<file path="src/sv/bcq_pkg.sv">
// ----------------------------------------------------------------------------
// bcq_pkg
// Types and constants shared by the LRU block cache with owner quota.
// ----------------------------------------------------------------------------
`default_nettype none

package bcq_pkg;

  localparam int unsigned MinQuota = 3;
  localparam int unsigned QuotaW   = 7;
  localparam int unsigned IdxW     = 6;  // widest entry index (64 entries)
  localparam int unsigned CntW     = 7;  // owner count up to 64

  typedef enum logic [0:0] {
    OP_ACQUIRE = 1'b0,
    OP_RELEASE = 1'b1
  } bcq_op_e;

  typedef enum logic [2:0] {
    ST_HIT      = 3'd0,
    ST_MISS     = 3'd1,
    ST_WAIT     = 3'd2,
    ST_FULL     = 3'd3,
    ST_NOT_BUSY = 3'd4
  } bcq_status_e;

  typedef enum logic [2:0] {
    S_IDLE,
    S_REL,
    S_SCAN,
    S_DRAIN,
    S_DECIDE
  } bcq_state_e;

  typedef struct packed {
    bcq_op_e     operation;
    logic [7:0]  device;
    logic [31:0] sector;
    logic [15:0] inode;
    logic [5:0]  entry_index;
  } bcq_req_t;

  typedef struct packed {
    bcq_status_e status;
    logic [5:0]  granted_entry;
  } bcq_res_t;

  typedef struct packed {
    logic [7:0]  device;
    logic [31:0] sector;
    logic [15:0] owner;
  } bcq_tag_t;

  // running result of one pass over the entries
  typedef struct packed {
    logic            hit_found;
    logic            hit_busy;
    logic [IdxW-1:0] hit_idx;
    logic [CntW-1:0] own_cnt;
    logic            lru_found;
    logic [IdxW-1:0] lru_idx;
    logic [IdxW-1:0] lru_rank;
    logic            own_found;
    logic [IdxW-1:0] own_idx;
    logic [IdxW-1:0] own_rank;
  } bcq_scan_t;

endpackage

`default_nettype wire

</file>
<file path="src/sv/bcq_tag_mem.sv">
// ----------------------------------------------------------------------------
// bcq_tag_mem
// Tag store: one write port, one read port, registered read data.
// ----------------------------------------------------------------------------
`default_nettype none

module bcq_tag_mem #(
  parameter int unsigned NUM_ENTRIES = 16
) (
  input  wire logic                           clk_i,
  input  wire logic                           we_i,
  input  wire logic [$clog2(NUM_ENTRIES)-1:0] waddr_i,
  input  wire bcq_pkg::bcq_tag_t              wdata_i,
  input  wire logic [$clog2(NUM_ENTRIES)-1:0] raddr_i,
  output bcq_pkg::bcq_tag_t                   rdata_o
);

  bcq_pkg::bcq_tag_t mem_q [NUM_ENTRIES];
  bcq_pkg::bcq_tag_t rdata_q;

  always_ff @(posedge clk_i) begin
    if (we_i) begin
      mem_q[waddr_i] <= wdata_i;
    end
  end

  always_ff @(posedge clk_i) begin
    rdata_q <= mem_q[raddr_i];
  end

  assign rdata_o = rdata_q;

endmodule

`default_nettype wire

</file>
<file path="src/sv/bcq_recency.sv">
// ----------------------------------------------------------------------------
// bcq_recency
// Recency ranks, one cell per entry; a release moves an entry to the top.
// ----------------------------------------------------------------------------
`default_nettype none

module bcq_recency #(
  parameter int unsigned NUM_ENTRIES = 16
) (
  input  wire logic                                            clk_i,
  input  wire logic                                            rst_ni,
  input  wire logic                                            rel_en_i,
  input  wire logic [$clog2(NUM_ENTRIES)-1:0]                  rel_idx_i,
  output logic [NUM_ENTRIES-1:0][$clog2(NUM_ENTRIES)-1:0]      rank_o
);

  localparam int unsigned IW = $clog2(NUM_ENTRIES);

  logic [NUM_ENTRIES-1:0][IW-1:0] rank_q, rank_d;
  logic [IW-1:0]                  rel_rank;

  assign rel_rank = rank_q[rel_idx_i];

  always_comb begin
    rank_d = rank_q;
    if (rel_en_i) begin
      for (int i = 0; i < NUM_ENTRIES; i++) begin
        if (IW'(i) == rel_idx_i) begin
          rank_d[i] = IW'(NUM_ENTRIES - 1);
        end else if (rank_q[i] > rel_rank) begin
          rank_d[i] = rank_q[i] - IW'(1);
        end
      end
    end
  end

  always_ff @(posedge clk_i or negedge rst_ni) begin
    if (!rst_ni) begin
      for (int i = 0; i < NUM_ENTRIES; i++) begin
        rank_q[i] <= IW'(i);
      end
    end else begin
      rank_q <= rank_d;
    end
  end

  assign rank_o = rank_q;

  a_rel_to_top: assert property (@(posedge clk_i) disable iff (!rst_ni)
    rel_en_i |=> rank_q[$past(rel_idx_i)] == IW'(NUM_ENTRIES - 1))
    else $error("released entry not most recent");

endmodule

`default_nettype wire

</file>
<file path="src/sv/bcq_scan.sv">
// ----------------------------------------------------------------------------
// bcq_scan
// Folds one entry per cycle, while vld_i is high, into match, owner count and LRU choices.
// ----------------------------------------------------------------------------
`default_nettype none

module bcq_scan (
  input  wire logic                       clk_i,
  input  wire logic                       rst_ni,
  input  wire logic                       clr_i,
  input  wire logic                       vld_i,
  input  wire logic [bcq_pkg::IdxW-1:0]   idx_i,
  input  wire logic [bcq_pkg::IdxW-1:0]   rank_i,
  input  wire logic                       used_i,
  input  wire logic                       busy_i,
  input  wire bcq_pkg::bcq_tag_t          tag_i,
  input  wire logic [7:0]                 device_i,
  input  wire logic [31:0]                sector_i,
  input  wire logic [15:0]                inode_i,
  output bcq_pkg::bcq_scan_t              sum_o
);

  bcq_pkg::bcq_scan_t sum_q, sum_d;
  logic               blk_match;
  logic               own_match;

  assign blk_match = used_i && (tag_i.device == device_i) && (tag_i.sector == sector_i);
  assign own_match = used_i && (tag_i.device == device_i) && (tag_i.owner == inode_i);

  always_comb begin
    sum_d = sum_q;
    if (clr_i) begin
      sum_d = '0;
    end else if (vld_i) begin
      if (blk_match && !sum_q.hit_found) begin
        sum_d.hit_found = 1'b1;
        sum_d.hit_busy  = busy_i;
        sum_d.hit_idx   = idx_i;
      end
      if (own_match) begin
        sum_d.own_cnt = sum_q.own_cnt + bcq_pkg::CntW'(1);
      end
      if (!busy_i && (!sum_q.lru_found || rank_i < sum_q.lru_rank)) begin
        sum_d.lru_found = 1'b1;
        sum_d.lru_idx   = idx_i;
        sum_d.lru_rank  = rank_i;
      end
      if (!busy_i && own_match && (!sum_q.own_found || rank_i < sum_q.own_rank)) begin
        sum_d.own_found = 1'b1;
        sum_d.own_idx   = idx_i;
        sum_d.own_rank  = rank_i;
      end
    end
  end

  always_ff @(posedge clk_i or negedge rst_ni) begin
    if (!rst_ni) begin
      sum_q <= '0;
    end else begin
      sum_q <= sum_d;
    end
  end

  assign sum_o = sum_q;

endmodule

`default_nettype wire

</file>
<file path="src/sv/lru_block_cache_with_owner_quota_core.sv">
// ----------------------------------------------------------------------------
// lru_block_cache_with_owner_quota_core
// Fully associative buffer cache with LRU allocation and per-owner quota.
// ----------------------------------------------------------------------------
// Acquire: a pass over all entries in S_SCAN, one tag memory read per cycle, then
//   S_DRAIN and S_DECIDE; the result strobe is registered from S_DECIDE.
// Release: the result strobe is registered from S_REL.
// Busy drops in the strobe cycle; no new request is taken before then.
// done_o is high for a single cycle with the result on res_o; the receiver cannot stall.
// Reset: all entries unused and free, entry i at recency rank i, quota 0.
`default_nettype none

module lru_block_cache_with_owner_quota_core #(
  parameter int unsigned NUM_ENTRIES = 16
) (
  input  wire logic              clk_i,
  input  wire logic              rst_ni,
  input  wire logic              start,
  output logic                   busy,
  input  wire bcq_pkg::bcq_req_t req_i,
  output logic                   done_o,
  output bcq_pkg::bcq_res_t      res_o,
  input  wire logic              cfg_valid_i,
  output logic                   cfg_ready_o,
  input  wire logic [6:0]        cfg_data_i
);

  localparam int unsigned IW = $clog2(NUM_ENTRIES);

  bcq_pkg::bcq_state_e            state_q, state_d;
  bcq_pkg::bcq_req_t              req_q;
  logic [IW-1:0]                  cnt_q, cnt_d;
  logic                           vld_q;
  logic [IW-1:0]                  idx_q;
  logic [NUM_ENTRIES-1:0]         used_q, used_d;
  logic [NUM_ENTRIES-1:0]         busy_q, busy_d;
  logic [bcq_pkg::QuotaW-1:0]     quota_q;
  bcq_pkg::bcq_res_t              res_q, res_d;
  logic                           done_q, done_d;

  logic                           mem_we;
  bcq_pkg::bcq_tag_t              mem_wdata;
  bcq_pkg::bcq_tag_t              mem_rdata;
  logic [NUM_ENTRIES-1:0][IW-1:0] rank;
  logic                           rel_en;
  logic [IW-1:0]                  rel_idx;
  logic                           rel_ok;
  logic                           scan_clr;
  bcq_pkg::bcq_scan_t             sum;
  logic                           limited;
  logic                           vic_found;
  logic [IW-1:0]                  vic_idx;
  logic [IW-1:0]                  hit_idx;

  assign busy        = (state_q != bcq_pkg::S_IDLE);
  assign cfg_ready_o = !busy;
  assign done_o      = done_q;
  assign res_o       = res_q;

  assign rel_idx = req_q.entry_index[IW-1:0];
  assign rel_ok  = ({1'b0, req_q.entry_index} < 7'(NUM_ENTRIES)) && busy_q[rel_idx];

  assign limited = (quota_q >= bcq_pkg::QuotaW'(bcq_pkg::MinQuota))
                && (req_q.inode != '0)
                && (bcq_pkg::QuotaW'(sum.own_cnt) >= quota_q);
  assign vic_found = limited ? sum.own_found : sum.lru_found;
  assign vic_idx   = limited ? sum.own_idx[IW-1:0] : sum.lru_idx[IW-1:0];
  assign hit_idx   = sum.hit_idx[IW-1:0];

  assign mem_wdata.device = req_q.device;
  assign mem_wdata.sector = req_q.sector;
  assign mem_wdata.owner  = req_q.inode;

  bcq_tag_mem #(
    .NUM_ENTRIES(NUM_ENTRIES)
  ) u_tag_mem (
    .clk_i  (clk_i),
    .we_i   (mem_we),
    .waddr_i(vic_idx),
    .wdata_i(mem_wdata),
    .raddr_i(cnt_q),
    .rdata_o(mem_rdata)
  );

  bcq_recency #(
    .NUM_ENTRIES(NUM_ENTRIES)
  ) u_recency (
    .clk_i    (clk_i),
    .rst_ni   (rst_ni),
    .rel_en_i (rel_en),
    .rel_idx_i(rel_idx),
    .rank_o   (rank)
  );

  bcq_scan u_scan (
    .clk_i   (clk_i),
    .rst_ni  (rst_ni),
    .clr_i   (scan_clr),
    .vld_i   (vld_q),
    .idx_i   (bcq_pkg::IdxW'(idx_q)),
    .rank_i  (bcq_pkg::IdxW'(rank[idx_q])),
    .used_i  (used_q[idx_q]),
    .busy_i  (busy_q[idx_q]),
    .tag_i   (mem_rdata),
    .device_i(req_q.device),
    .sector_i(req_q.sector),
    .inode_i (req_q.inode),
    .sum_o   (sum)
  );

  always_comb begin
    state_d  = state_q;
    cnt_d    = cnt_q;
    used_d   = used_q;
    busy_d   = busy_q;
    res_d    = res_q;
    done_d   = 1'b0;
    mem_we   = 1'b0;
    rel_en   = 1'b0;
    scan_clr = 1'b0;
    case (state_q)
      bcq_pkg::S_IDLE: begin
        if (start) begin
          scan_clr = 1'b1;
          cnt_d    = '0;
          state_d  = (req_i.operation == bcq_pkg::OP_RELEASE) ? bcq_pkg::S_REL
                                                              : bcq_pkg::S_SCAN;
        end
      end
      bcq_pkg::S_REL: begin
        rel_en = rel_ok;
        if (rel_ok) begin
          busy_d[rel_idx] = 1'b0;
        end
        res_d.status        = rel_ok ? bcq_pkg::ST_HIT : bcq_pkg::ST_NOT_BUSY;
        res_d.granted_entry = '0;
        done_d              = 1'b1;
        state_d             = bcq_pkg::S_IDLE;
      end
      bcq_pkg::S_SCAN: begin
        if (cnt_q == IW'(NUM_ENTRIES - 1)) begin
          state_d = bcq_pkg::S_DRAIN;
        end else begin
          cnt_d = cnt_q + IW'(1);
        end
      end
      bcq_pkg::S_DRAIN: begin
        // last read word is folded in at the end of this cycle
        state_d = bcq_pkg::S_DECIDE;
      end
      bcq_pkg::S_DECIDE: begin
        res_d.granted_entry = '0;
        if (sum.hit_found) begin
          if (sum.hit_busy) begin
            res_d.status = bcq_pkg::ST_WAIT;
          end else begin
            busy_d[hit_idx]     = 1'b1;
            res_d.status        = bcq_pkg::ST_HIT;
            res_d.granted_entry = sum.hit_idx;
          end
        end else if (vic_found) begin
          mem_we              = 1'b1;
          used_d[vic_idx]     = 1'b1;
          busy_d[vic_idx]     = 1'b1;
          res_d.status        = bcq_pkg::ST_MISS;
          res_d.granted_entry = 6'(vic_idx);
        end else begin
          res_d.status = limited ? bcq_pkg::ST_WAIT : bcq_pkg::ST_FULL;
        end
        done_d  = 1'b1;
        state_d = bcq_pkg::S_IDLE;
      end
      default: begin
        state_d = bcq_pkg::S_IDLE;
      end
    endcase
  end

  always_ff @(posedge clk_i or negedge rst_ni) begin
    if (!rst_ni) begin
      state_q <= bcq_pkg::S_IDLE;
      cnt_q   <= '0;
      vld_q   <= 1'b0;
      idx_q   <= '0;
      used_q  <= '0;
      busy_q  <= '0;
      quota_q <= '0;
      done_q  <= 1'b0;
    end else begin
      state_q <= state_d;
      cnt_q   <= cnt_d;
      vld_q   <= (state_q == bcq_pkg::S_SCAN);
      idx_q   <= cnt_q;
      used_q  <= used_d;
      busy_q  <= busy_d;
      done_q  <= done_d;
      if (cfg_valid_i && cfg_ready_o) begin
        quota_q <= cfg_data_i;
      end
    end
  end

  always_ff @(posedge clk_i) begin
    res_q <= res_d;
    if (start && !busy) begin
      req_q <= req_i;
    end
  end

  a_done_idle: assert property (@(posedge clk_i) disable iff (!rst_ni)
    done_o |-> !busy)
    else $error("result strobe while busy");

  a_start_busy: assert property (@(posedge clk_i) disable iff (!rst_ni)
    (start && !busy) |=> busy)
    else $error("accepted transaction did not raise busy");

  a_miss_taken: assert property (@(posedge clk_i) disable iff (!rst_ni)
    (done_o && res_o.status == bcq_pkg::ST_MISS)
      |-> (busy_q[res_o.granted_entry[IW-1:0]] && used_q[res_o.granted_entry[IW-1:0]]))
    else $error("allocated entry not marked used and busy");

  a_hit_busy: assert property (@(posedge clk_i) disable iff (!rst_ni)
    (done_o && res_o.status == bcq_pkg::ST_HIT && $past(state_q) == bcq_pkg::S_DECIDE)
      |-> busy_q[res_o.granted_entry[IW-1:0]])
    else $error("hit entry not marked busy");

endmodule

`default_nettype wire
</file>
<file path="config.mk">
export PLATFORM = sky130hd
export DESIGN_NAME = lru_block_cache_with_owner_quota_core
export DESIGN_NICKNAME = d
export VERILOG_FILES = /design/src/sv/bcq_pkg.sv /design/src/sv/bcq_tag_mem.sv /design/src/sv/bcq_recency.sv /design/src/sv/bcq_scan.sv /design/src/sv/lru_block_cache_with_owner_quota_core.sv
export SDC_FILE = /design/constraint.sdc
export NUM_CORES = 1
export LEC_CHECK = 0
export BUFFER_PORTS_ARGS = -buffer_cell sky130_fd_sc_hd__buf_2
export CORE_ASPECT_RATIO = 1.2
export CORE_MARGIN = 2
export CORE_UTILIZATION = 60
export DETAILED_ROUTE_END_ITERATION = 8
export GPL_TIMING_DRIVEN = 0
export MAX_ROUTING_LAYER = met4
export PLACE_DENSITY = 0.77
export SYNTH_ARGS = -nofsm -noshare
export SYNTH_HDL_FRONTEND = slang
export SYNTH_HIERARCHICAL = 1
export SYNTH_SLANG_ARGS = --single-unit
export TNS_END_PERCENT = 100
</file>
<file path="constraint.sdc">
create_clock -name clk_i -period 8.4 [get_ports clk_i]
set_clock_uncertainty 0.1 [all_clocks]
set_input_delay 0.84 -clock clk_i [delete_from_list [all_inputs] [get_ports clk_i]]
set_output_delay 0.84 -clock clk_i [all_outputs]
set_load 0.01 [all_outputs]
</file>
* Word-level counts from Yosys, hierarchy flattened
Memories as Yosys holds them, arrays and structs flattened. A register that Yosys moved wholly into a read port is not among the register bits.
Cells that the tools add are included.
W data, S select, Z words.
** Word-level totals
- Register bits after elaboration :: 224
- Latch bits :: 0
- RAM bits :: 896
- ROM bits :: 0
- Bits of input ports :: 74
- Output and inout bits :: 12
- Logic and storage cells :: 281
- Memories :: 1
** Memory list
- u_tag_mem.mem_q :: words 16, bits a word 56, read ports 1, clocked after memory_dff 1, write ports 1, line bcq_tag_mem.sv:18 : bcq_pkg::bcq_tag_t mem_q [NUM_ENTRIES];
** Operators by class
- Add/sub/neg operators :: 18
- Multipliers :: 0
- Div/mod/pow operators :: 0
- Magnitude comparators :: 28
- Equal/unequal tests :: 29
- Shift operators :: 0
- Mux-type cells :: 85
- Bitwise operators :: 6
- Reduce and logical (&&, ||, !) cells :: 74
** Operators by type and width (number)
- $mux W4 :: 38
- $mux W41 :: 2
- $gt A4 B4 Y1 :: 16
- $mux W16 :: 4
- $sub A4 B1 Y4 const B :: 16
- $or A16 B16 Y16 :: 3
- $reduce_bool A2 Y1 :: 23
- $reduce_and A2 Y1 :: 21
- $bmux W4 S4 :: 2
- $eq A32 B32 Y1 :: 1
- $eq A4 B4 Y1 const A :: 8
- $pmux W16 S2 :: 1
- $mux W13 :: 2
- $lt A4 B5 Y1 const B :: 4
- $pmux W9 S2 :: 1
- $mux W1 :: 17
- $and A16 B16 Y16 :: 1
- $eq A16 B16 Y1 :: 1
- $eq A3 B4 Y1 const A :: 4
- $not A16 Y16 :: 1
- $reduce_bool A16 Y1 :: 1
- $logic_and A1 B1 Y1 :: 15
- $bmux W1 S4 :: 3
- $demux W1 S4 :: 3
- 34 further kinds :: 52

* Logic depth before layout (Yosys ltp)
Gate-level depths: netlist (run 1).
- Depth after elaboration :: 12
- Gate-level depth with buffers :: 13
- Gate-level depth less buffers :: 10

* By module
Netlist (run 1), hierarchy kept.
** Modules (own cells, without submodules)
- bcq_tag_mem :: times used 1, cells an instance 1445, area an instance 34678.3 um2, seq. area each 28026.9 um2
- lru_block_cache_with_owner_quota_core :: times used 1, cells an instance 486, area an instance 6259.8 um2, seq. area each 3433.3 um2
- bcq_recency :: times used 1, cells an instance 684, area an instance 6233.5 um2, seq. area each 1641.6 um2
- bcq_scan :: times used 1, cells an instance 280, area an instance 2811.4 um2, seq. area each 1026.0 um2

* Worst setup path before layout (run 1)
OpenSTA, ideal clock, no wires.
- Path type :: reg2reg
- From :: register u_scan.sum_q (netlist bit u_scan/sum_o[26])
- To :: memory u_tag_mem/mem_q[0][0] (netlist name), enable pin
- Library setup time :: 0.539 ns
- Data arrival time :: 6.001 ns
- Data required time :: 7.761 ns
- Slack :: 1.760 ns
- Cell stages (with the launch flop) :: 13
- Path buffers :: 2
- Period minus slack after synthesis :: 6.640 ns
- Cells stage by stage :: dfrtp_1 -> inv_1 -> ha_1 -> nand2b_1 -> a31oi_1 -> o21ai_2 -> nand2_1 -> buf_2 -> buf_2 -> nand2_1 -> nand2_1 -> or3b_2 -> nor3_1
** Between the ends
- Elaborated cells between the ends (all ways) :: 9
- Those cells by class :: 1 x order compare; 7 x mux; 1 x reduce/logical
** RTL lines
- start: declaration :: line bcq_scan.sv:23 : bcq_pkg::bcq_scan_t sum_q, sum_d;
- start signal: assignment :: line bcq_scan.sv:60 : sum_q <= sum_d;
- $ge A7 B7 Y1 :: line lru_block_cache_with_owner_quota_core.sv:65 : && (bcq_pkg::QuotaW'(sum.own_cnt) >= quota_q);
- $logic_and A1 B1 Y1 :: line lru_block_cache_with_owner_quota_core.sv:65
- $mux W4 :: line lru_block_cache_with_owner_quota_core.sv:67 : assign vic_idx = limited ? sum.own_idx[IW-1:0] : sum.lru_idx[IW-1:0];
- net vic_idx[2] :: line lru_block_cache_with_owner_quota_core.sv:52 : logic [IW-1:0] vic_idx;
- end: declaration :: line bcq_tag_mem.sv:18
The timed path passes the listed nets, and every way through them passes these cells.

* Worst setup path after layout (run 1)
- From :: register req_q (netlist bit mem_wdata[0])
- To :: memory u_tag_mem/mem_q[15][39] (netlist name), enable pin
** Between the ends
- Elaborated cells between the ends (all ways) :: 10
- Those cells by class :: 7 x mux; 3 x reduce/logical
** RTL lines
- start: declaration :: line lru_block_cache_with_owner_quota_core.sv:31 : bcq_pkg::bcq_req_t req_q;
- start signal: assignment :: line lru_block_cache_with_owner_quota_core.sv:206 : req_q <= req_i;
- $reduce_bool A16 Y1 :: line lru_block_cache_with_owner_quota_core.sv:64 : && (req_q.inode != '0)
- $logic_and A1 B1 Y1 :: line lru_block_cache_with_owner_quota_core.sv:64
- $logic_and A1 B1 Y1 :: line lru_block_cache_with_owner_quota_core.sv:65
- $mux W4 :: line lru_block_cache_with_owner_quota_core.sv:67
- net vic_idx[0] :: line lru_block_cache_with_owner_quota_core.sv:52
The timed path passes the listed nets, and every way through them passes these cells.

==> results of run 1 <==
[metrics by stage]
stage	cells	setup TNS, ns	worst slack, ns	hold slack [ns]	util
2_1_floorplan	2888	0	1.76	0.318	-
3_3_place_gp	4084	-995.23	-3.77	0.346	0.629
3_5_place_dp	4142	0	3.06	0.368	0.642
4_1_cts	4349	0	2.99	0.0451	0.688
5_1_grt	4349	0	2.77	0.0814	0.688
6_report	4349	0	2.88	0.0415	0.688
[layout by cell type (no fill, tap or decap), types with 56 or more instances in the layout]
| master | count |
|---|---|
| nor3_1 | 69 |
| a22oi_1 | 114 |
| nand2b_1 | 66 |
| ha_1 | 99 |
| nor2_1 | 102 |
| mux4_2 | 274 |
| buf_2 | 118 |
| edfxtp_1 | 967 |
| dfrtp_1 | 121 |
| clkbuf_16 | 114 |
| nand2_1 | 140 |
| clkbuf_1 | 91 |
| inv_1 | 59 |
| dfxtp_1 | 56 |
[how the worst min path moves through the flow]
stage                                  endpoint  slack (ns)  cells after the start
3_3_place_gp                 idx_q[1]$_DFF_PN0_        0.35                      0
4_1_cts        u_recency/rank_o[53]$_DFFE_PN0P_        0.05                      1
2_1_floorplan                idx_q[1]$_DFF_PN0_        0.32                      0
6_report       u_recency/rank_o[49]$_DFFE_PN0P_        0.04                      1
5_1_grt        u_recency/rank_o[53]$_DFFE_PN0P_        0.08                      1
3_5_place_dp             used_q[10]$_DFFE_PN0P_        0.37                      1
[report_power, final]
| part | internal [mW] | switching (mW) |
|---|---|---|
| Combinational | 2.08 | 2.84 |
| Sequential | 6.98 | 0.524 |
| Clock | 3.04 | 2.19 |
[cell type report]
type	instances	area, µm²
Sequential cell	1176	34000
Fill cell	5019	25600
Multi-Input combinational cell	1514	15000
Clock buffer	145	3070
Tap cell	1111	1390
Timing Repair Buffer	143	1350
Buffer	139	783
Clock inverter	62	748
Inverter	59	221
[layer usage]
layer / GRT usage / vias to the layer above / routed length, µm
met5: - / - / 0
met4: 0.149 / 0 / 6210
met3: 0.0450 / 404 / 10300
met2: 0.532 / 1804 / 67300
met1: 0.384 / 15300 / 45900
li1: - / 12200 / -
[critical path, stage by stage, from the launching register on]
cell and delay, ns:
edfxtp_1 0.65, nor4_1 0.69, nand4_1 0.39, nand2_1 0.24
nor2_4 0.07, buf_2 0.19, o21ai_0 0.90, nand2_1 0.53
nor2_4 0.89, buf_12 0.29, buf_12 0.22
[sequential cells by signal (all words and copies together) (netlist names)]
name,cells
rel_idx,4
used_q,16
res_o,9
vld_q,1
u_tag_mem/mem_q,896
cnt_q,4
req_q,2
state_q,3
mem_wdata,56
quota_q,7
busy_q,16
u_scan/sum_o,37
done_o,1
u_tag_mem/rdata_o,56
idx_q,4
u_recency/rank_o,64
==> results by group, run 1 <==
Status
  – Status: complete, no violations

Detailed routing
  – Via density: 6.84
  – Drt drc: 0
  – Total number of vias: 29800
  – Drt total wl: 130 mm
  – DRT iter0 DRCs: 3435
  – Routed wire length per instance: 29.8 µm
  – DRT Pass-1 Iters: 8
  – Post-DRT Antenna Nets: 0

Worst setup path
  – Worst path required time: 8.68 ns
  – CP Max Fanout: 21
  – R2r endpoint: u_tag_mem/mem_q[15][39]$_DFFE_PP_
  – Critical Path AT: 5.79 ns
  – Kind of end point of the critical path: register
  – CP Launch Point: mem_wdata[0]$_DFFE_PP_
  – Startpoint Class: register
  – Reg-to-Reg Start: mem_wdata[0]$_DFFE_PP_
  – Critical path class: reg -> reg
  – CP endpoint: u_tag_mem/mem_q[15][39]$_DFFE_PP_
  – Reg2Reg Setup Slack: 2.88 ns
  – Cells on worst reg2reg path: 10

GRT
  – Grt ovf: 0
  – Vias in the first global route: 30800
  – Largest net degree at the start of global routing: 98
  – First-pass GRT wire length: 193 mm
  – Tot GR Track Use: 0.318
  – Initial antenna violation count: 0

Place
  – HPWL Detailed: 82.3 mm
  – Routability cong.: 0.961
  – Placed Area: 52700 µm²
  – Buffers on Ports: 85

Clock tree
  – Cts hold-fix bufs: 0
  – H-Tree Depth: 3
  – CTS resizes: 0
  – Clock transition at the registers of the reported paths: 0.06 ns
  – CTS tree: yes
  – Worst skew pair latency: 0.69 ns
  – CTS root buf: clkbuf_16
  – CTS Buf Count: 110
  – Clock Tree Buf Depth: 3
  – CTS sink cnt: 1176
  – Post-CTS setup buffers: 0

STA
  – Minimum clock period: 5.52 ns
  – Final setup vio count: 0
  – F_max: 181 MHz
  – Final Hold Fails: 0
  – Period utilization: 0.657
  – Rel. slew slack: 0.220
  – Tightest Pin Transition: 1.17 ns
  – Pins Over Slew Limit: 0
  – RSZ-0062 raised after global routing: no

Worst hold path
  – Min-delay worst type: in -> async

Logic synthesis
  – Syn Area/Cell: 17.3 µm²
  – Synthesis Warnings: 6
  – Post-Syn Area: 49800 µm²
  – Post-Synthesis Cells: 2881

Floorplanning
  – Row Count: 115
  – Total Die Area: 85300 µm²
  – Starting Density: 0.606
  – Die X: 267 µm
  – Core Region: 82200 µm²
  – DIE HEIGHT: 320 µm
  – IO Count: 86

Flow run
  – Max-cap check violation count: 0

Power
  – Worst IR Drop VDD: 0.274 mV
  – Cell Pwr Density: 312 nW/µm²
  – P_leak: 18.9 nW
  – Total power: 17.6 mW

Cells and area
  – Final instance area: 56600 µm²
  – Fin nets: 3316
  – Area growth syn-to-layout: 13.5%
  – Diode count: 0
  – Proportion of layout cells with a drive suffix above 1: 0.234
Note: power is estimated with default switching activity, not from simulation.
==> run 2: changes to the inputs <==
==> constraint.sdc (replaced) <==
create_clock -name clk_i -period 5.7 [get_ports clk_i]
set_clock_uncertainty 0.1 [all_clocks]
set_input_delay 0.57 -clock clk_i [delete_from_list [all_inputs] [get_ports clk_i]]
set_output_delay 0.57 -clock clk_i [all_outputs]
set_load 0.01 [all_outputs]
==> run 2 against run 1 <==
  * Clock power grew 39%
  * Sequential share of layout area shrank 0.48 points
  * Wire length grew 1.4%
  * Largest power group unchanged
  * Sequential power grew 48%
==> results by group, run 2 (synthesized netlist as in run 1, its figures left out) <==
Place
  – Buffers on Ports: 85
  – Post-placement setup slack: 0.643 ns
  – Routability cong.: 0.968
  – HPWL Detailed: 82.5 mm

GRT
  – First-pass GRT wire length: 196 mm
  – Met3 GRT Util: 0.0407
  – Largest net degree at the start of global routing: 97
  – Grt ovf: 0
  – GRT met1 Usage: 0.386
  – Initial antenna violation count: 0
  – Most Crowded Layer GR: met2
  – Tot GR Track Use: 0.323
  – GR Layer Usage met2: 0.546
  – Vias in the first global route: 31200

Clock tree
  – CTS Buf Count: 107
  – CTS root buf: clkbuf_16
  – Post-CTS setup buffers: 0
  – Worst skew pair latency: 0.70 ns
  – CTS sink cnt: 1176
  – Cts hold-fix bufs: 62
  – H-Tree Depth: 3
  – CTS tree: yes
  – CTS resizes: 0
  – Clock Tree Buf Depth: 3
  – Clock transition at the registers of the reported paths: 0.07 ns

STA
  – F_max: 187 MHz
  – Final Hold Fails: 0
  – RSZ-0062 raised after global routing: no
  – Pins Over Slew Limit: 0
  – Tightest Pin Transition: 1.21 ns
  – Final setup vio count: 0
  – Minimum clock period: 5.34 ns
  – Period utilization: 0.936
  – Rel. slew slack: 0.188
  – PnR worst setup slack: 0.364 ns

Detailed routing
  – DRT Pass-1 Iters: 6
  – Drt total wl: 132 mm
  – Total number of vias: 30000
  – Drt drc: 0
  – Via density: 6.83
  – Routed wire length per instance: 29.9 µm
  – Post-DRT Antenna Nets: 0
  – DRT iter0 DRCs: 3925

Status
  – Status: complete, no violations

Floorplanning
  – Core Region: 82200 µm²
  – Starting Density: 0.606
  – Die X: 267 µm
  – Row Count: 115
  – IO Count: 86
  – Total Die Area: 85300 µm²
  – DIE HEIGHT: 320 µm

Worst setup path
  – Worst path required time: 5.97 ns
  – Startpoint Class: register
  – Critical path class: reg -> reg
  – Kind of end point of the critical path: register
  – Critical Path AT: 5.61 ns
  – CP Max Fanout: 20

Cells and area
  – Commonest non-fill, non-tap cell in the layout: edfxtp_1
  – Diode count: 0
  – Most frequent cells in the layout: edfxtp_1 (967), mux4_2 (274), nand2_1 (140)
  – Fill count: 4984
  – Area growth syn-to-layout: 14.5%
  – Fin nets: 3363
  – Top reg by flops: u_tag_mem/mem_q
  – Proportion of layout cells with a drive suffix above 1: 0.223
  – Post-layout utilization of the core: 0.694
  – Max FFs per register: 896

Power
  – P_leak: 19.0 nW
  – Cell Pwr Density: 450 nW/µm²
  – Worst IR Drop VDD: 0.510 mV

Flow run
  – Max-cap check violation count: 0

Worst hold path
  – Min-delay worst type: in -> reg
==> run 2: cell count changes in the layout (fill, tap and decap cells not counted), moves of 3 or more <==
cell and delta:
buf_16 +15, buf_6 -23, clkbuf_16 -5, bufinv_16 -4, nor3_4 +4, dlygate4sd3_1 +62, clkinvlp_4 -3, nor3_2 -4
clkbuf_1 +8
==> run 2: metrics by stage <==
step	cell area [µm²]	power (mW)	setup TNS [ns]	cells	hold WS, ns
after floorplan	49900	16.0	0	2888	0.174
after global placement	51700	17.8	-2606.24	4084	0.345
after detailed placement	52900	18.3	0	4130	0.367
after CTS	57000	25.6	0	4394	0.000654
after global routing	57000	26.6	0	4394	0.0192
final	57000	25.7	0	4394	0.0209
==> run 2: area by class of cell <==
cell class | instances | area, µm² | share of cell area
timing repair buffer | 193 | 2070 | 0.0363
clock inverter | 56 | 588 | 0.0103
multi-input combinational | 1514 | 15000 | 0.263
inverter | 59 | 221 | 0.00388
tap | 1111 | 1390 | 0.0244
buffer | 139 | 783 | 0.0137
sequential | 1176 | 34000 | 0.597
clock buffer | 146 | 2950 | 0.0517
==> run 2: metal layers <==
metal	share of wire	vias up	wire length, µm
li1	-	12300	-
met1	0.35	15400	45900
met2	0.52	1820	68900
met3	0.078	423	10300
met4	0.050	0	6520
met5	0	-	0
==> run 2: where the power goes <==
part	switching, mW	internal (mW)	total, mW
logic	4.22	3.10	7.32
registers	0.788	10.3	11.1
clock network	3.15	4.13	7.28
==> run 2: final timing paths <==
kind / start / to / slack, ns / cells past startpoint
setup / recovery: mem_wdata[0]$_DFFE_PP_ / u_tag_mem/mem_q[11][43]$_DFFE_PP_ / 0.36 / 9
hold / removal: req_i[6] / mem_wdata[0]$_DFFE_PP_ / 0.02 / 1
setup reg to reg: mem_wdata[0]$_DFFE_PP_ / u_tag_mem/mem_q[11][43]$_DFFE_PP_ / 0.36 / 9
hold reg to reg: used_q[4]$_DFFE_PN0P_ / used_q[4]$_DFFE_PN0P_ / 0.38 / 1
max in group asynchronous: rst_ni / quota_q[5]$_DFFE_PN0P_ / 4.21 / 3
min in group asynchronous: rst_ni / u_recency/rank_o[56]$_DFFE_PN0P_ / 0.32 / 2
==> run 2: critical path: stages, from the launching register on <==
cell      delay (ns)
edfxtp_1        0.66
nor4_1          0.79
nand4_1         0.34
nand2_1         0.24
nor2_4          0.07
buf_2           0.19
o21ai_1         0.88
nand2_1         0.49
nor2_4          0.92
buf_12          0.29
